<file path="src/acd_pkg.sv">
// Shared constants and types of the affinity chunk dispatcher.
`default_nettype none

package acd_pkg;

   localparam int MAX_WORKERS = 16;
   localparam int INDEX_BITS  = 16;
   localparam int WORKER_W    = $clog2(MAX_WORKERS);
   localparam int COUNT_W     = WORKER_W + 1;
   localparam int DIVIDEND_W  = INDEX_BITS + 1;
   localparam int STEP_W      = $clog2(DIVIDEND_W + 1);
   localparam int CSR_IDX_W   = 2;
   localparam int CSR_DATA_W  = 16;

   localparam logic [CSR_IDX_W-1:0] REG_TOTAL   = 2'd0;
   localparam logic [CSR_IDX_W-1:0] REG_WORKERS = 2'd1;

   localparam logic [INDEX_BITS-1:0] TOTAL_RESET   = 16'd1729;
   localparam logic [COUNT_W-1:0]    WORKERS_RESET = 5'd4;

   localparam logic CMD_START = 1'b0;
   localparam logic CMD_NEXT  = 1'b1;

   typedef logic [INDEX_BITS-1:0] idx_type;
   typedef logic [WORKER_W-1:0]   wid_type;
   typedef logic [COUNT_W-1:0]    cnt_type;

   typedef struct packed {
      idx_type stop;
      idx_type fin;
   } entry_type;

   typedef struct packed {
      wid_type worker;
      logic    has_work;
      idx_type chunk_lo;
      idx_type chunk_hi;
      logic    stolen;
      wid_type victim;
      logic    last;
   } rsp_type;

   typedef struct packed {
      logic                  start;
      logic [DIVIDEND_W-1:0] dividend;
      cnt_type               divisor;
   } div_req_type;

   typedef struct packed {
      logic    done;
      idx_type quotient;
   } div_rsp_type;

endpackage

`default_nettype wire

</file>
<file path="src/acd_if.sv">
// Channel interfaces of the chunk dispatcher: requests, results and register writes.
`default_nettype none

interface acd_req_if;
   logic              valid;
   logic              ready;
   logic              cmd;
   acd_pkg::wid_type  worker_id;

   modport source (output valid, output cmd, output worker_id, input ready);
   modport sink (input valid, input cmd, input worker_id, output ready);
endinterface

interface acd_rsp_if;
   logic              valid;
   logic              ready;
   acd_pkg::wid_type  worker;
   logic              has_work;
   acd_pkg::idx_type  chunk_lo;
   acd_pkg::idx_type  chunk_hi;
   logic              stolen;
   acd_pkg::wid_type  victim;
   logic              last;

   modport source (output valid, output worker, output has_work, output chunk_lo,
                   output chunk_hi, output stolen, output victim, output last,
                   input ready);
   modport sink (input valid, input worker, input has_work, input chunk_lo,
                 input chunk_hi, input stolen, input victim, input last,
                 output ready);
endinterface

interface acd_csr_if;
   logic                             valid;
   logic                             ready;
   logic [acd_pkg::CSR_IDX_W-1:0]    index;
   logic [acd_pkg::CSR_DATA_W-1:0]   data;

   modport source (output valid, output index, output data, input ready);
   modport sink (input valid, input index, input data, output ready);
endinterface

`default_nettype wire

</file>
<file path="src/acd_div.sv">
// Iterative restoring divider, one quotient bit per cycle.
`default_nettype none

module acd_div (
   input  wire                  clock,
   input  wire                  reset,
   input  acd_pkg::div_req_type req_in,
   output acd_pkg::div_rsp_type rsp_out
);

   logic                              busy_ff, busy_in;
   logic                              done_ff, done_in;
   logic [acd_pkg::STEP_W-1:0]        cnt_ff, cnt_in;
   logic [acd_pkg::DIVIDEND_W-1:0]    quo_ff, quo_in;
   acd_pkg::cnt_type                  rem_ff, rem_in;
   acd_pkg::cnt_type                  dsr_ff, dsr_in;
   logic [acd_pkg::COUNT_W:0]         trial;
   logic [acd_pkg::COUNT_W:0]         diff;
   logic                              fits;

   assign trial = {rem_ff, quo_ff[acd_pkg::DIVIDEND_W-1]};
   assign fits  = trial >= {1'b0, dsr_ff};
   assign diff  = trial - {1'b0, dsr_ff};

   always_comb begin
      busy_in = busy_ff;
      done_in = 1'b0;
      cnt_in  = cnt_ff;
      quo_in  = quo_ff;
      rem_in  = rem_ff;
      dsr_in  = dsr_ff;
      if (req_in.start) begin
         busy_in = 1'b1;
         cnt_in  = acd_pkg::STEP_W'(acd_pkg::DIVIDEND_W);
         quo_in  = req_in.dividend;
         rem_in  = '0;
         dsr_in  = req_in.divisor;
      end else if (busy_ff) begin
         quo_in = {quo_ff[acd_pkg::DIVIDEND_W-2:0], fits};
         rem_in = fits ? diff[acd_pkg::COUNT_W-1:0] : trial[acd_pkg::COUNT_W-1:0];
         cnt_in = cnt_ff - acd_pkg::STEP_W'(1);
         if (cnt_ff == acd_pkg::STEP_W'(1)) begin
            busy_in = 1'b0;
            done_in = 1'b1;
         end
      end
   end

   always_ff @(posedge clock) begin
      if (reset) begin
         busy_ff <= 1'b0;
         done_ff <= 1'b0;
         cnt_ff  <= '0;
      end else begin
         busy_ff <= busy_in;
         done_ff <= done_in;
         cnt_ff  <= cnt_in;
      end
      quo_ff <= quo_in;
      rem_ff <= rem_in;
      dsr_ff <= dsr_in;
   end

   assign rsp_out.done     = done_ff;
   assign rsp_out.quotient = quo_ff[acd_pkg::INDEX_BITS-1:0];

endmodule

`default_nettype wire

</file>
<file path="src/acd_engine.sv">
// Sequencer and per-worker state memory of the chunk dispatcher.
`default_nettype none

module acd_engine (
   input  wire                   clock,
   input  wire                   reset,
   input  wire                   item_valid,
   output logic                  item_ready,
   input  wire                   item_cmd,
   input  acd_pkg::wid_type      item_worker,
   input  acd_pkg::idx_type      total,
   input  acd_pkg::cnt_type      workers,
   output logic                  res_valid,
   input  wire                   res_ready,
   output acd_pkg::rsp_type      res_data,
   output acd_pkg::div_req_type  div_req,
   input  acd_pkg::div_rsp_type  div_rsp
);

   localparam logic [3:0] S_IDLE      = 4'd0;
   localparam logic [3:0] S_DIV_IPT   = 4'd1;
   localparam logic [3:0] S_DIV_FIRST = 4'd2;
   localparam logic [3:0] S_FILL      = 4'd3;
   localparam logic [3:0] S_READ      = 4'd4;
   localparam logic [3:0] S_DIV_CHUNK = 4'd5;
   localparam logic [3:0] S_SCAN      = 4'd6;
   localparam logic [3:0] S_STEAL     = 4'd7;
   localparam logic [3:0] S_THIEF     = 4'd8;
   localparam logic [3:0] S_EMIT      = 4'd9;

   localparam int IW = acd_pkg::INDEX_BITS;
   localparam int DW = acd_pkg::DIVIDEND_W;
   localparam int CW = acd_pkg::COUNT_W;

   logic [3:0]          state_ff, state_in;
   acd_pkg::idx_type    ipt_ff, ipt_in;
   acd_pkg::idx_type    first_ff, first_in;
   acd_pkg::idx_type    lo_ff, lo_in;
   acd_pkg::wid_type    idx_ff, idx_in;
   acd_pkg::wid_type    wid_ff, wid_in;
   acd_pkg::idx_type    cur_ff, cur_in;
   acd_pkg::idx_type    fin_ff, fin_in;
   acd_pkg::wid_type    scan_ff, scan_in;
   acd_pkg::idx_type    best_ff, best_in;
   acd_pkg::wid_type    vic_ff, vic_in;
   logic                found_ff, found_in;
   acd_pkg::idx_type    blo_ff, blo_in;
   acd_pkg::idx_type    bhi_ff, bhi_in;
   acd_pkg::rsp_type    res_ff, res_in;

   acd_pkg::entry_type                      mem [acd_pkg::MAX_WORKERS];
   logic [acd_pkg::MAX_WORKERS-1:0]         valid_ff;
   acd_pkg::entry_type                      rd_data_ff;
   logic                                    rd_valid_ff;
   acd_pkg::entry_type                      rd_entry;
   logic                                    rd_en;
   acd_pkg::wid_type                        rd_addr;
   logic                                    wr_en;
   acd_pkg::wid_type                        wr_addr;
   acd_pkg::entry_type                      wr_data;

   logic [IW:0]         fill_sum;
   acd_pkg::idx_type    fill_fin;
   logic [IW:0]         fill_first;
   acd_pkg::idx_type    fill_stop;
   logic                fill_last;
   acd_pkg::rsp_type    fill_res;

   acd_pkg::idx_type    chunk_step;
   logic [IW:0]         chunk_sum;
   acd_pkg::idx_type    chunk_stop;

   acd_pkg::idx_type    scan_rem;
   logic                scan_take;
   logic                scan_last;

   assign rd_entry = rd_valid_ff ? rd_data_ff : '0;

   assign fill_sum   = {1'b0, lo_ff} + {1'b0, ipt_ff};
   assign fill_fin   = (fill_sum > {1'b0, total}) ? total : fill_sum[IW-1:0];
   assign fill_first = {1'b0, lo_ff} + {1'b0, first_ff};
   assign fill_stop  = (fill_first > {1'b0, fill_fin}) ? fill_fin : fill_first[IW-1:0];
   assign fill_last  = (CW'(idx_ff) + CW'(1)) == workers;
   assign fill_res   = '{worker: idx_ff, has_work: (lo_ff < fill_stop), chunk_lo: lo_ff,
                         chunk_hi: fill_stop, stolen: 1'b0, victim: '0, last: fill_last};

   assign chunk_step = (div_rsp.quotient == '0) ? IW'(1) : div_rsp.quotient;
   assign chunk_sum  = {1'b0, cur_ff} + {1'b0, chunk_step};
   assign chunk_stop = (chunk_sum > {1'b0, fin_ff}) ? fin_ff : chunk_sum[IW-1:0];

   assign scan_rem  = rd_entry.fin - rd_entry.stop;
   assign scan_take = (rd_entry.stop < rd_entry.fin) && (scan_rem > best_ff);
   assign scan_last = (CW'(scan_ff) + CW'(1)) == workers;

   always_comb begin
      state_in = state_ff;
      ipt_in   = ipt_ff;
      first_in = first_ff;
      lo_in    = lo_ff;
      idx_in   = idx_ff;
      wid_in   = wid_ff;
      cur_in   = cur_ff;
      fin_in   = fin_ff;
      scan_in  = scan_ff;
      best_in  = best_ff;
      vic_in   = vic_ff;
      found_in = found_ff;
      blo_in   = blo_ff;
      bhi_in   = bhi_ff;
      res_in   = res_ff;

      item_ready = (state_ff == S_IDLE);
      res_valid  = 1'b0;
      res_data   = res_ff;
      div_req          = '0;
      div_req.divisor  = workers;
      rd_en   = 1'b0;
      rd_addr = scan_ff;
      wr_en   = 1'b0;
      wr_addr = wid_ff;
      wr_data = '0;

      unique case (state_ff)
         S_IDLE: begin
            if (item_valid) begin
               wid_in = item_worker;
               if (item_cmd == acd_pkg::CMD_START) begin
                  div_req.start    = 1'b1;
                  div_req.dividend = {1'b0, total} + DW'(workers) - DW'(1);
                  state_in         = S_DIV_IPT;
               end else if (CW'(item_worker) >= workers) begin
                  res_in        = '0;
                  res_in.worker = item_worker;
                  res_in.last   = 1'b1;
                  state_in      = S_EMIT;
               end else begin
                  rd_en    = 1'b1;
                  rd_addr  = item_worker;
                  state_in = S_READ;
               end
            end
         end
         S_DIV_IPT: begin
            if (div_rsp.done) begin
               ipt_in           = div_rsp.quotient;
               div_req.start    = 1'b1;
               div_req.dividend = {1'b0, div_rsp.quotient} + DW'(workers) - DW'(1);
               state_in         = S_DIV_FIRST;
            end
         end
         S_DIV_FIRST: begin
            if (div_rsp.done) begin
               first_in = div_rsp.quotient;
               lo_in    = '0;
               idx_in   = '0;
               state_in = S_FILL;
            end
         end
         S_FILL: begin
            res_valid = 1'b1;
            res_data  = fill_res;
            if (res_ready) begin
               wr_en   = 1'b1;
               wr_addr = idx_ff;
               wr_data = '{stop: fill_stop, fin: fill_fin};
               lo_in   = fill_fin;
               idx_in  = idx_ff + acd_pkg::WORKER_W'(1);
               if (fill_last) begin
                  state_in = S_IDLE;
               end
            end
         end
         S_READ: begin
            cur_in = rd_entry.stop;
            fin_in = rd_entry.fin;
            if (rd_entry.stop < rd_entry.fin) begin
               div_req.start    = 1'b1;
               div_req.dividend = {1'b0, rd_entry.fin - rd_entry.stop};
               state_in         = S_DIV_CHUNK;
            end else begin
               rd_en    = 1'b1;
               rd_addr  = '0;
               scan_in  = '0;
               found_in = 1'b0;
               best_in  = '0;
               state_in = S_SCAN;
            end
         end
         S_DIV_CHUNK: begin
            if (div_rsp.done) begin
               wr_en    = 1'b1;
               wr_addr  = wid_ff;
               wr_data  = '{stop: chunk_stop, fin: fin_ff};
               res_in   = '{worker: wid_ff, has_work: 1'b1, chunk_lo: cur_ff,
                            chunk_hi: chunk_stop, stolen: 1'b0, victim: '0, last: 1'b1};
               state_in = S_EMIT;
            end
         end
         S_SCAN: begin
            if (scan_take) begin
               best_in  = scan_rem;
               vic_in   = scan_ff;
               found_in = 1'b1;
               blo_in   = rd_entry.stop;
               bhi_in   = rd_entry.fin;
            end
            if (scan_last) begin
               state_in = S_STEAL;
            end else begin
               rd_en   = 1'b1;
               rd_addr = scan_ff + acd_pkg::WORKER_W'(1);
               scan_in = scan_ff + acd_pkg::WORKER_W'(1);
            end
         end
         S_STEAL: begin
            if (!found_ff) begin
               res_in        = '0;
               res_in.worker = wid_ff;
               res_in.last   = 1'b1;
               state_in      = S_EMIT;
            end else begin
               wr_en    = 1'b1;
               wr_addr  = vic_ff;
               wr_data  = '{stop: blo_ff, fin: blo_ff};
               res_in   = '{worker: wid_ff, has_work: 1'b1, chunk_lo: blo_ff,
                            chunk_hi: bhi_ff, stolen: 1'b1, victim: vic_ff, last: 1'b1};
               state_in = S_THIEF;
            end
         end
         S_THIEF: begin
            wr_en    = 1'b1;
            wr_addr  = wid_ff;
            wr_data  = '{stop: bhi_ff, fin: bhi_ff};
            state_in = S_EMIT;
         end
         S_EMIT: begin
            res_valid = 1'b1;
            if (res_ready) begin
               state_in = S_IDLE;
            end
         end
         default: begin
            state_in = S_IDLE;
         end
      endcase
   end

   always_ff @(posedge clock) begin
      if (reset) begin
         state_ff <= S_IDLE;
      end else begin
         state_ff <= state_in;
      end
      ipt_ff   <= ipt_in;
      first_ff <= first_in;
      lo_ff    <= lo_in;
      idx_ff   <= idx_in;
      wid_ff   <= wid_in;
      cur_ff   <= cur_in;
      fin_ff   <= fin_in;
      scan_ff  <= scan_in;
      best_ff  <= best_in;
      vic_ff   <= vic_in;
      found_ff <= found_in;
      blo_ff   <= blo_in;
      bhi_ff   <= bhi_in;
      res_ff   <= res_in;
   end

   always_ff @(posedge clock) begin
      if (wr_en) begin
         mem[wr_addr] <= wr_data;
      end
      if (rd_en) begin
         rd_data_ff <= mem[rd_addr];
      end
   end

   always_ff @(posedge clock) begin
      if (reset) begin
         valid_ff    <= '0;
         rd_valid_ff <= 1'b0;
      end else begin
         if (wr_en) begin
            valid_ff[wr_addr] <= 1'b1;
         end
         if (rd_en) begin
            rd_valid_ff <= valid_ff[rd_addr];
         end
      end
   end

endmodule

`default_nettype wire

</file>
<file path="src/affinity_chunk_dispatcher_top.sv">
// A start runs two divisions, then gives one result per cycle while the output is not stalled.
// A request whose own block has work runs one division in the 17-step divider.
// A request that must steal scans every worker, one memory read per worker scanned.
// Only one transaction is in flight: a new request is taken only after the last result is handed on.
// The output register lets the engine hand over a result in the same cycle as the held one is taken.
// Synchronous reset clears the per-worker state and restores both configuration registers.
`default_nettype none

module affinity_chunk_dispatcher_top (
   input  wire          clock,
   input  wire          reset,
   acd_req_if.sink      req_ch,
   acd_rsp_if.source    rsp_ch,
   acd_csr_if.sink      csr_ch
);

   acd_pkg::idx_type      total_ff;
   acd_pkg::cnt_type      workers_ff;
   acd_pkg::cnt_type      workers_eff;
   logic                  rsp_valid_ff, rsp_valid_in;
   acd_pkg::rsp_type      rsp_data_ff, rsp_data_in;
   logic                  eng_valid;
   logic                  eng_ready;
   acd_pkg::rsp_type      eng_data;
   acd_pkg::div_req_type  div_req;
   acd_pkg::div_rsp_type  div_rsp;

   assign csr_ch.ready = 1'b1;

   always_ff @(posedge clock) begin
      if (reset) begin
         total_ff   <= acd_pkg::TOTAL_RESET;
         workers_ff <= acd_pkg::WORKERS_RESET;
      end else if (csr_ch.valid) begin
         unique case (csr_ch.index)
            acd_pkg::REG_TOTAL:   total_ff   <= csr_ch.data[acd_pkg::INDEX_BITS-1:0];
            acd_pkg::REG_WORKERS: workers_ff <= csr_ch.data[acd_pkg::COUNT_W-1:0];
            default: begin
            end
         endcase
      end
   end

   always_comb begin
      if (workers_ff == '0) begin
         workers_eff = acd_pkg::COUNT_W'(1);
      end else if (workers_ff > acd_pkg::COUNT_W'(acd_pkg::MAX_WORKERS)) begin
         workers_eff = acd_pkg::COUNT_W'(acd_pkg::MAX_WORKERS);
      end else begin
         workers_eff = workers_ff;
      end
   end

   assign eng_ready = !rsp_valid_ff || rsp_ch.ready;

   always_comb begin
      rsp_valid_in = rsp_valid_ff;
      rsp_data_in  = rsp_data_ff;
      if (eng_valid && eng_ready) begin
         rsp_valid_in = 1'b1;
         rsp_data_in  = eng_data;
      end else if (rsp_ch.ready) begin
         rsp_valid_in = 1'b0;
      end
   end

   always_ff @(posedge clock) begin
      if (reset) begin
         rsp_valid_ff <= 1'b0;
      end else begin
         rsp_valid_ff <= rsp_valid_in;
      end
      rsp_data_ff <= rsp_data_in;
   end

   assign rsp_ch.valid    = rsp_valid_ff;
   assign rsp_ch.worker   = rsp_data_ff.worker;
   assign rsp_ch.has_work = rsp_data_ff.has_work;
   assign rsp_ch.chunk_lo = rsp_data_ff.chunk_lo;
   assign rsp_ch.chunk_hi = rsp_data_ff.chunk_hi;
   assign rsp_ch.stolen   = rsp_data_ff.stolen;
   assign rsp_ch.victim   = rsp_data_ff.victim;
   assign rsp_ch.last     = rsp_data_ff.last;

   acd_engine u_engine (
      .clock       (clock),
      .reset       (reset),
      .item_valid  (req_ch.valid),
      .item_ready  (req_ch.ready),
      .item_cmd    (req_ch.cmd),
      .item_worker (req_ch.worker_id),
      .total       (total_ff),
      .workers     (workers_eff),
      .res_valid   (eng_valid),
      .res_ready   (eng_ready),
      .res_data    (eng_data),
      .div_req     (div_req),
      .div_rsp     (div_rsp)
   );

   acd_div u_div (
      .clock   (clock),
      .reset   (reset),
      .req_in  (div_req),
      .rsp_out (div_rsp)
   );

endmodule

`default_nettype wire

</file>
<file path="src/flat_wrapper.sv">
// flat-port wrapper written by rule: the top's interface ports become plain ports
module affinity_chunk_dispatcher_top_flat 
  (clock, reset, req_ch_valid, req_ch_cmd, req_ch_worker_id, req_ch_ready, rsp_ch_valid, rsp_ch_worker, rsp_ch_has_work, rsp_ch_chunk_lo, rsp_ch_chunk_hi, rsp_ch_stolen, rsp_ch_victim, rsp_ch_last, rsp_ch_ready, csr_ch_valid, csr_ch_index, csr_ch_data, csr_ch_ready);
  acd_req_if req_ch_i ();
  acd_rsp_if rsp_ch_i ();
  acd_csr_if csr_ch_i ();
  input  wire clock;
  input  wire reset;
  input wire logic [$bits(req_ch_i.valid)-1:0] req_ch_valid;
  input wire logic [$bits(req_ch_i.cmd)-1:0] req_ch_cmd;
  input wire logic [$bits(req_ch_i.worker_id)-1:0] req_ch_worker_id;
  output wire logic [$bits(req_ch_i.ready)-1:0] req_ch_ready;
  output wire logic [$bits(rsp_ch_i.valid)-1:0] rsp_ch_valid;
  output wire logic [$bits(rsp_ch_i.worker)-1:0] rsp_ch_worker;
  output wire logic [$bits(rsp_ch_i.has_work)-1:0] rsp_ch_has_work;
  output wire logic [$bits(rsp_ch_i.chunk_lo)-1:0] rsp_ch_chunk_lo;
  output wire logic [$bits(rsp_ch_i.chunk_hi)-1:0] rsp_ch_chunk_hi;
  output wire logic [$bits(rsp_ch_i.stolen)-1:0] rsp_ch_stolen;
  output wire logic [$bits(rsp_ch_i.victim)-1:0] rsp_ch_victim;
  output wire logic [$bits(rsp_ch_i.last)-1:0] rsp_ch_last;
  input wire logic [$bits(rsp_ch_i.ready)-1:0] rsp_ch_ready;
  input wire logic [$bits(csr_ch_i.valid)-1:0] csr_ch_valid;
  input wire logic [$bits(csr_ch_i.index)-1:0] csr_ch_index;
  input wire logic [$bits(csr_ch_i.data)-1:0] csr_ch_data;
  output wire logic [$bits(csr_ch_i.ready)-1:0] csr_ch_ready;
  assign req_ch_i.valid = req_ch_valid;
  assign req_ch_i.cmd = req_ch_cmd;
  assign req_ch_i.worker_id = req_ch_worker_id;
  assign req_ch_ready = req_ch_i.ready;
  assign rsp_ch_valid = rsp_ch_i.valid;
  assign rsp_ch_worker = rsp_ch_i.worker;
  assign rsp_ch_has_work = rsp_ch_i.has_work;
  assign rsp_ch_chunk_lo = rsp_ch_i.chunk_lo;
  assign rsp_ch_chunk_hi = rsp_ch_i.chunk_hi;
  assign rsp_ch_stolen = rsp_ch_i.stolen;
  assign rsp_ch_victim = rsp_ch_i.victim;
  assign rsp_ch_last = rsp_ch_i.last;
  assign rsp_ch_i.ready = rsp_ch_ready;
  assign csr_ch_i.valid = csr_ch_valid;
  assign csr_ch_i.index = csr_ch_index;
  assign csr_ch_i.data = csr_ch_data;
  assign csr_ch_ready = csr_ch_i.ready;
  affinity_chunk_dispatcher_top u_core (.clock(clock), .reset(reset), .req_ch(req_ch_i), .rsp_ch(rsp_ch_i), .csr_ch(csr_ch_i));
endmodule
</file>
<file path="config.mk">
export PLATFORM = sky130hd
export DESIGN_NAME = affinity_chunk_dispatcher_top_flat
export DESIGN_NICKNAME = d
export VERILOG_FILES = /design/src/acd_pkg.sv /design/src/acd_if.sv /design/src/acd_div.sv /design/src/acd_engine.sv /design/src/affinity_chunk_dispatcher_top.sv /design/src/flat_wrapper.sv
export SDC_FILE = /design/constraint.sdc
export NUM_CORES = 2
export LEC_CHECK = 0
export ABC_AREA = 1
export BUFFER_PORTS_ARGS = -buffer_cell sky130_fd_sc_hd__buf_2
export CORE_MARGIN = 8
export CORE_UTILIZATION = 55
export DETAILED_ROUTE_END_ITERATION = 8
export PLACE_DENSITY = 0.71
export SYNTH_ARGS = -nofsm -noshare
export SYNTH_HDL_FRONTEND = slang
export SYNTH_SLANG_ARGS = --single-unit
</file>
<file path="constraint.sdc">
create_clock -name clock -period 8.8 [get_ports clock]
set_clock_uncertainty 0.05 [all_clocks]
set_input_delay 1.76 -clock clock [delete_from_list [all_inputs] [get_ports clock]]
set_output_delay 1.76 -clock clock [all_outputs]
set_load 0.01 [all_outputs]
</file>
[Word-level counts from Yosys, hierarchy flattened]
Memory sizes are Yosys's and may differ from the RTL's. A register that Yosys moved wholly into a read port is not among the register bits.
Index checks and enable logic that the tools add are counted.
Operators by class
  $add $sub $neg: 14
  multipliers: 0
  divide/modulo/power cells: 0
  $lt $le $gt $ge: 12
  equality and inequality tests: 25
  shift-type cells: 0
  muxes and demuxes: 86
  bitwise gates (word level): 2
  reduce and logical (&&, ||, !) cells: 27
Operators by type and width (number)
  two-way mux 43 bit: 5
  one-hot mux 43 bit (3 select lines): 1
  two-way mux 16 bit: 8
  two-way mux 32 bit: 4
  one-hot mux 32 bit (4 select lines): 1
  two-way mux 4 bit: 19
  two-way mux 18 bit: 4
  one-hot mux 16 bit (2 select lines): 2
  one-hot mux 18 bit (3 select lines): 1
  adder 16 x 16 -> 17 bit: 3
  > comparator 17 x 16 -> 1 bit: 3
  one-hot mux 4 bit (10 select lines): 1
  two-way mux 39 bit: 1
  adder 16 x 5 -> 17 bit: 2
  two-way mux 17 bit: 2
  subtractor 17 x 1 -> 17 bit, second input constant: 2
  < comparator 16 bit: 2
  two-way mux 5 bit: 5
  one-hot mux 4 bit (2 select lines): 3
  two-way mux 1 bit: 22
  != test 2 bit, second input constant: 9
  equality test 4 x 3 -> 1 bit, second input constant: 4
  > comparator 16 bit: 1
  logical NOT 16 bit: 1
  40 further kinds: 60
Storage, ports and cells
  flip-flop bits (word level): 308
  latch bits: 0
  bits in writable memories: 512
  memory bits (read-only): 0
  input port bits: 28
  output and inout port bits: 46
  logic and storage cells: 207
  memories kept: 1
Memories
  u_core.u_engine.mem: words 16, width 32, rd ports 1, clocked after memory_dff 1, wr ports 1, RTL line acd_engine.sv:51  | acd_pkg::entry_type mem [acd_pkg::MAX_WORKERS];

[Logic depth before layout (Yosys ltp)]
  word-level depth: 10
  mapped depth: 57

[Hierarchy]
Synthesis repeated with hierarchy kept, for this count alone.
Second synthesis, totals
  cells, all modules: 3830
  area total of the unflattened synthesis: 41094.4 sq um
By module, submodules not included
  acd_engine: instances 1, cells an instance 3440, area each 36991.7 sq um, sequential area each 22371.5 sq um
  affinity_chunk_dispatcher_top: instances 1, cells an instance 186, area each 2301.0 sq um, sequential area each 1731.7 sq um
  acd_div: instances 1, cells an instance 204, area each 1801.7 sq um, sequential area each 900.9 sq um

[Worst setup path after synthesis]
OpenSTA, ideal clock, no wires.
  path type: register -> register
  start: register u_core.u_engine.lo_ff[2]
  end: register u_core.rsp_data_ff (netlist bit u_core.rsp_ch.has_work), data pin
  setup time: 252 ps
  data arrival time: 6008 ps
  path slack: 2490 ps
  cell stages (with the launch flop): 52
  clock period less this slack: 6310 ps
  path through: edfxtp_1 ha_1 a21oi_1 o21ai_1 a21oi_1 nor2_1 a21boi_1 o21ai_0 nand2_1 inv_1 o21ai_1 nand2_1 xor2_1 ha_1 nand2_1 inv_1 nand2_1 nor2_2 [16 not listed] nand2_1 nor4_1 nand2_1 nand2_2 inv_2 buf_6 nand2_1 o21ai_0 ha_1 inv_1 o21bai_1 inv_1 nand2_1 nand2_1 nand2_1 nand2_1 nand2_1 nand2_1
RTL lines
  start, declared: RTL line acd_engine.sv:38  | acd_pkg::idx_type lo_ff, lo_in;
  start signal, assigned: RTL line acd_engine.sv:256  | lo_ff <= lo_in;
  end signal, assigned: RTL line affinity_chunk_dispatcher_top.sv:73  | rsp_data_ff <= rsp_data_in;
  end, declared: RTL line affinity_chunk_dispatcher_top.sv:21  | acd_pkg::rsp_type rsp_data_ff, rsp_data_in;

==> flow_summary.json <==
{
  "status": "finished, final reports clean",
  "final_estimated_routing_congestion_in_global_placement": 0.962,
  "fin_setup_tns_ns": 0,
  "worst_path_largest_cell_delay_ns": 0.48,
  "power_per_cell_area_mw_per_mm2": 390,
  "critPathCapture": "u_core.rsp_ch.has_work",
  "reg2regPathDepth": 42,
  "place_area_mm2": 0.0425,
  "synthesis.nets": 3947,
  "finish.utilization_pct": 61.4,
  "gr-total-overflow": 0,
  "grt_setup_unrepaired": "false",
  "syn-mean-instance-area_um2": 11.0,
  "wl_per_cell_um": 22.3,
  "cts-root-to-sink-buffers": 3,
  "routed-wl-met2_mm": 52.0,
  "core-area_mm2": 0.0741,
  "max_freq_mhz": 129,
  "wl_mm": 108,
  "ys_async_sr_fraction_pct": 0,
  "tritoncts_clock_tree": "done",
  "grt_antenna_before_repair": 0,
  "endpoints_failing_hold": 0,
  "grt_pass1_vias": 27387,
  "timing.hold.ws_ns": 0.413,
  "clk_latency_ns": 0.65,
  "p_seq_share_pct": 30.9,
  "worst_setup_path_startpoint": "u_core.u_engine.lo_ff[2]",
  "critPathMaxFanout": 26,
  "cts-buffers-inserted": 87,
  "die_w_um": 289,
  "cell_area_after_technology_mapping_mm2": 0.0410,
  "design.die.area_mm2": 0.0835,
  "count_of_flip_flops_with_a_built_in_enable_after_synthesis": 796,
  "top_signal_layer_used": "met4",
  "pwr-share-comb_pct": 47.7,
  "fin_crit_ns": 7.73,
  "min_period_over_period_pct": 87.9,
  "antenna_diode_count": 0,
  "antenna_viol_nets_final": 0,
  "crit_slowest_cell": "sky130_fd_sc_hd__edfxtp_1",
  "cts.repair_timing.setup_buffer_count": 0,
  "numPlacedInstances": 4663,
  "global_route.usage.total_pct": 25.6,
  "r2r_end": "u_core.rsp_ch.has_work",
  "dpl.hpwl_mm": 69.5,
  "drt_first_iter_violations": 3039,
  "placement.io_buffers": 72,
  "cts.clk_slew.worst_paths_ns": 0.06,
  "cts_hold_buf": 0,
  "htreeDepth": 3,
  "hold_class": "register to register",
  "setup.worst_path.end_class": "register",
  "design.final.nets": 4016,
  "fin_cells": 4827,
  "remaining_drc_errors": 0,
  "syn2layout_area_growth_pct": 10.9,
  "power_switching_share_pct": 44.0,
  "synthFlopType": "sky130_fd_sc_hd__edfxtp_1",
  "setup.worst_path.start_class": "register",
  "ys.warnings.count": 0,
  "layout-drive-gt1-share_pct": 10.6,
  "synth_seq_area_share_pct": 61.0,
  "worst_ep_required_time_ns": 9.27,
  "cts_resized": 0,
  "clockPowerShare_pct": 21.4,
  "grt_start_max_net_pins": 154,
  "ir_worst_vdd_mv": 0.411,
  "timing.reg2reg.setup_slack_ns": 1.07,
  "netSwitchingPower_mw": 7.80,
  "root_buffer": "sky130_fd_sc_hd__clkbuf_16",
  "reg2reg_from": "u_core.u_engine.lo_ff[2]",
  "final-max-slew-violation-count": 0,
  "first_pass_iters": 6,
  "met3WireLength_mm": 8.77,
  "worst_slew_pin_slew_ns": 1.12,
  "timing.critical_path.mode_cell": "sky130_fd_sc_hd__nand2_1",
  "internal_power_mw": 9.94,
  "row_count": 100,
  "cp_data_arrival_time_ns": 8.20,
  "clock_sink_count": 851,
  "power.static_leakage_nw": 17.5,
  "fin_area_mm2": 0.0455,
  "cap_violations": 0,
  "setup_violating_endpoint_count_in_the_final_report": 0,
  "via_per_inst": 5.93,
  "total_number_of_vias": 28620,
  "synthDistinctLibCells": 67,
  "timing_worst_setup_path_type": "register to register",
  "wire_length_of_the_first_global_routing_pass_mm": 163,
  "initial_core_util_pct": 55.3,
  "syn-instance-count": 3714,
  "io_pins": 74,
  "hold_depth": 2,
  "maxSlewHeadroom_pct": 24.9,
  "die_h_um": 289,
  "met1_length_mm": 42.8,
  "synth-seq-cells": 851
}
[critical path, delay by kind of cell, from the launching register on]
kind / cells / cell delay (ns)
and+or+nand+nor: 21 / 2.47
AOI/OAI and AO/OA: 12 / 2.29
adders and majority gates: 4 / 1.40
buffers and inverters: 4 / 0.69
DFF: 1 / 0.48
xor gates and xnor gates: 1 / 0.23
[kinds of logic after synthesis]
kind of cell | share of synthesized area (%)
xor gates and xnor gates | 1.43
adders and majority gates | 6.38
buffers and inverters | 6.01
and+or+nand+nor | 12.0
other | 0.00915
DFF | 61.0
AOI/OAI and AO/OA | 13.2
[registers in the layout (all words and copies together), names as in the netlist, 17 cells and up]
name / flops
u_core.u_div.quo_ff: 17
u_core.u_engine.mem: 512
u_core.u_engine.res_ff: 42
u_core.u_engine.rd_data_ff: 32
[Yosys cell counts (5+ instances only)]
master                      count  area (µm²)
sky130_fd_sc_hd__o2111ai_1      9        78.8
sky130_fd_sc_hd__nand4_1       12        75.1
sky130_fd_sc_hd__o21a_1         5        37.5
sky130_fd_sc_hd__nor2_1       373        1400
sky130_fd_sc_hd__inv_2         11        41.3
sky130_fd_sc_hd__ha_1         198        2480
sky130_fd_sc_hd__fa_1           7         140
sky130_fd_sc_hd__o221ai_1     155        1360
sky130_fd_sc_hd__or2_2         47         294
sky130_fd_sc_hd__buf_6         23         259
sky130_fd_sc_hd__inv_1        399        1500
sky130_fd_sc_hd__nor3_1        20         100
sky130_fd_sc_hd__edfxtp_1     796       23900
sky130_fd_sc_hd__o21bai_1      23         173
sky130_fd_sc_hd__o21ai_1       47         235
sky130_fd_sc_hd__clkbuf_1      71         267
sky130_fd_sc_hd__buf_2         47         235
sky130_fd_sc_hd__xnor2_1        8        70.1
sky130_fd_sc_hd__o22ai_1       19         119
sky130_fd_sc_hd__o21ai_2        5        43.8
sky130_fd_sc_hd__xor2_1        59         517
sky130_fd_sc_hd__nand2_1      479        1800
sky130_fd_sc_hd__a221oi_1       5        43.8
sky130_fd_sc_hd__o211ai_1      29         218
sky130_fd_sc_hd__or2_0         78         488
sky130_fd_sc_hd__nor4_1         7        43.8
sky130_fd_sc_hd__clkinv_1       6        22.5
sky130_fd_sc_hd__o21ai_0      370        1850
sky130_fd_sc_hd__o32ai_1       13         114
sky130_fd_sc_hd__buf_4         12        90.1
sky130_fd_sc_hd__a211oi_1      11        82.6
sky130_fd_sc_hd__dfxtp_1       55        1100
sky130_fd_sc_hd__a31oi_1        6        37.5
sky130_fd_sc_hd__a21oi_1      140         701
sky130_fd_sc_hd__nand3_1      106         531
[placed cells by master (no fill, tap or decap), drive strengths merged, types with 55 or more instances in the layout]
cell type / Yosys / final
a21oi: 147 / 147
buf: 87 / 142
clkbuf: 75 / 102
dfxtp: 55 / 55
edfxtp: 796 / 796
ha: 198 / 198
inv: 410 / 412
nand2: 484 / 484
nand3: 109 / 109
nor2: 378 / 378
o21ai: 422 / 422
o221ai: 155 / 155
or2: 127 / 127
xor2: 59 / 59
[worst min-delay path by stage]
| stage | from | to | slack (ns) |
|---|---|---|---|
| after floorplan | u_core.u_engine.valid_ff[1] | u_core.u_engine.valid_ff[1] | 0.38 |
| after global placement | u_core.u_engine.valid_ff[12] | u_core.u_engine.valid_ff[12] | 0.39 |
| after detailed placement | u_core.u_engine.valid_ff[15] | u_core.u_engine.valid_ff[15] | 0.40 |
| after CTS | u_core.u_engine.valid_ff[15] | u_core.u_engine.valid_ff[15] | 0.42 |
| after global routing | u_core.u_engine.valid_ff[12] | u_core.u_engine.valid_ff[12] | 0.44 |
| final | u_core.u_engine.valid_ff[3] | u_core.u_engine.valid_ff[3] | 0.41 |
[power groups by stage]
stage	Clock [mW]	Sequential, mW	Combinational [mW]
floorplan	0	5.45	6.11
global placement	0	5.54	8.22
detailed placement	0	5.55	8.35
CTS	3.83	5.47	8.40
global route	3.98	5.50	9.33
finish	3.80	5.48	8.47
[final cells by class]
class	count	area, µm²
timing repair buffer	142	911
inverter	416	1570
clock inverter	62	686
clock buffer	102	2290
tap	969	1210
sequential	851	25000
fill	5839	28600
multi-input combinational	2285	13800
[per-layer routing]
metal  GRT usage, %  up-vias
li1               -    13358
met5              0        -
met2           43.3     1272
met1           33.3    13767
met4           10.4        0
met3           3.39      223
[metrics by stage]
| stage | setup slack [ns] | total power, mW |
|---|---|---|
| 2_1_floorplan | 2.49 | 11.6 |
| 3_3_place_gp | 1.58 | 13.8 |
| 3_5_place_dp | 1.30 | 13.9 |
| 4_1_cts | 1.18 | 17.7 |
| 5_1_grt | 0.408 | 18.8 |
| 6_report | 1.07 | 17.7 |
(Power assumes the default switching activity.)
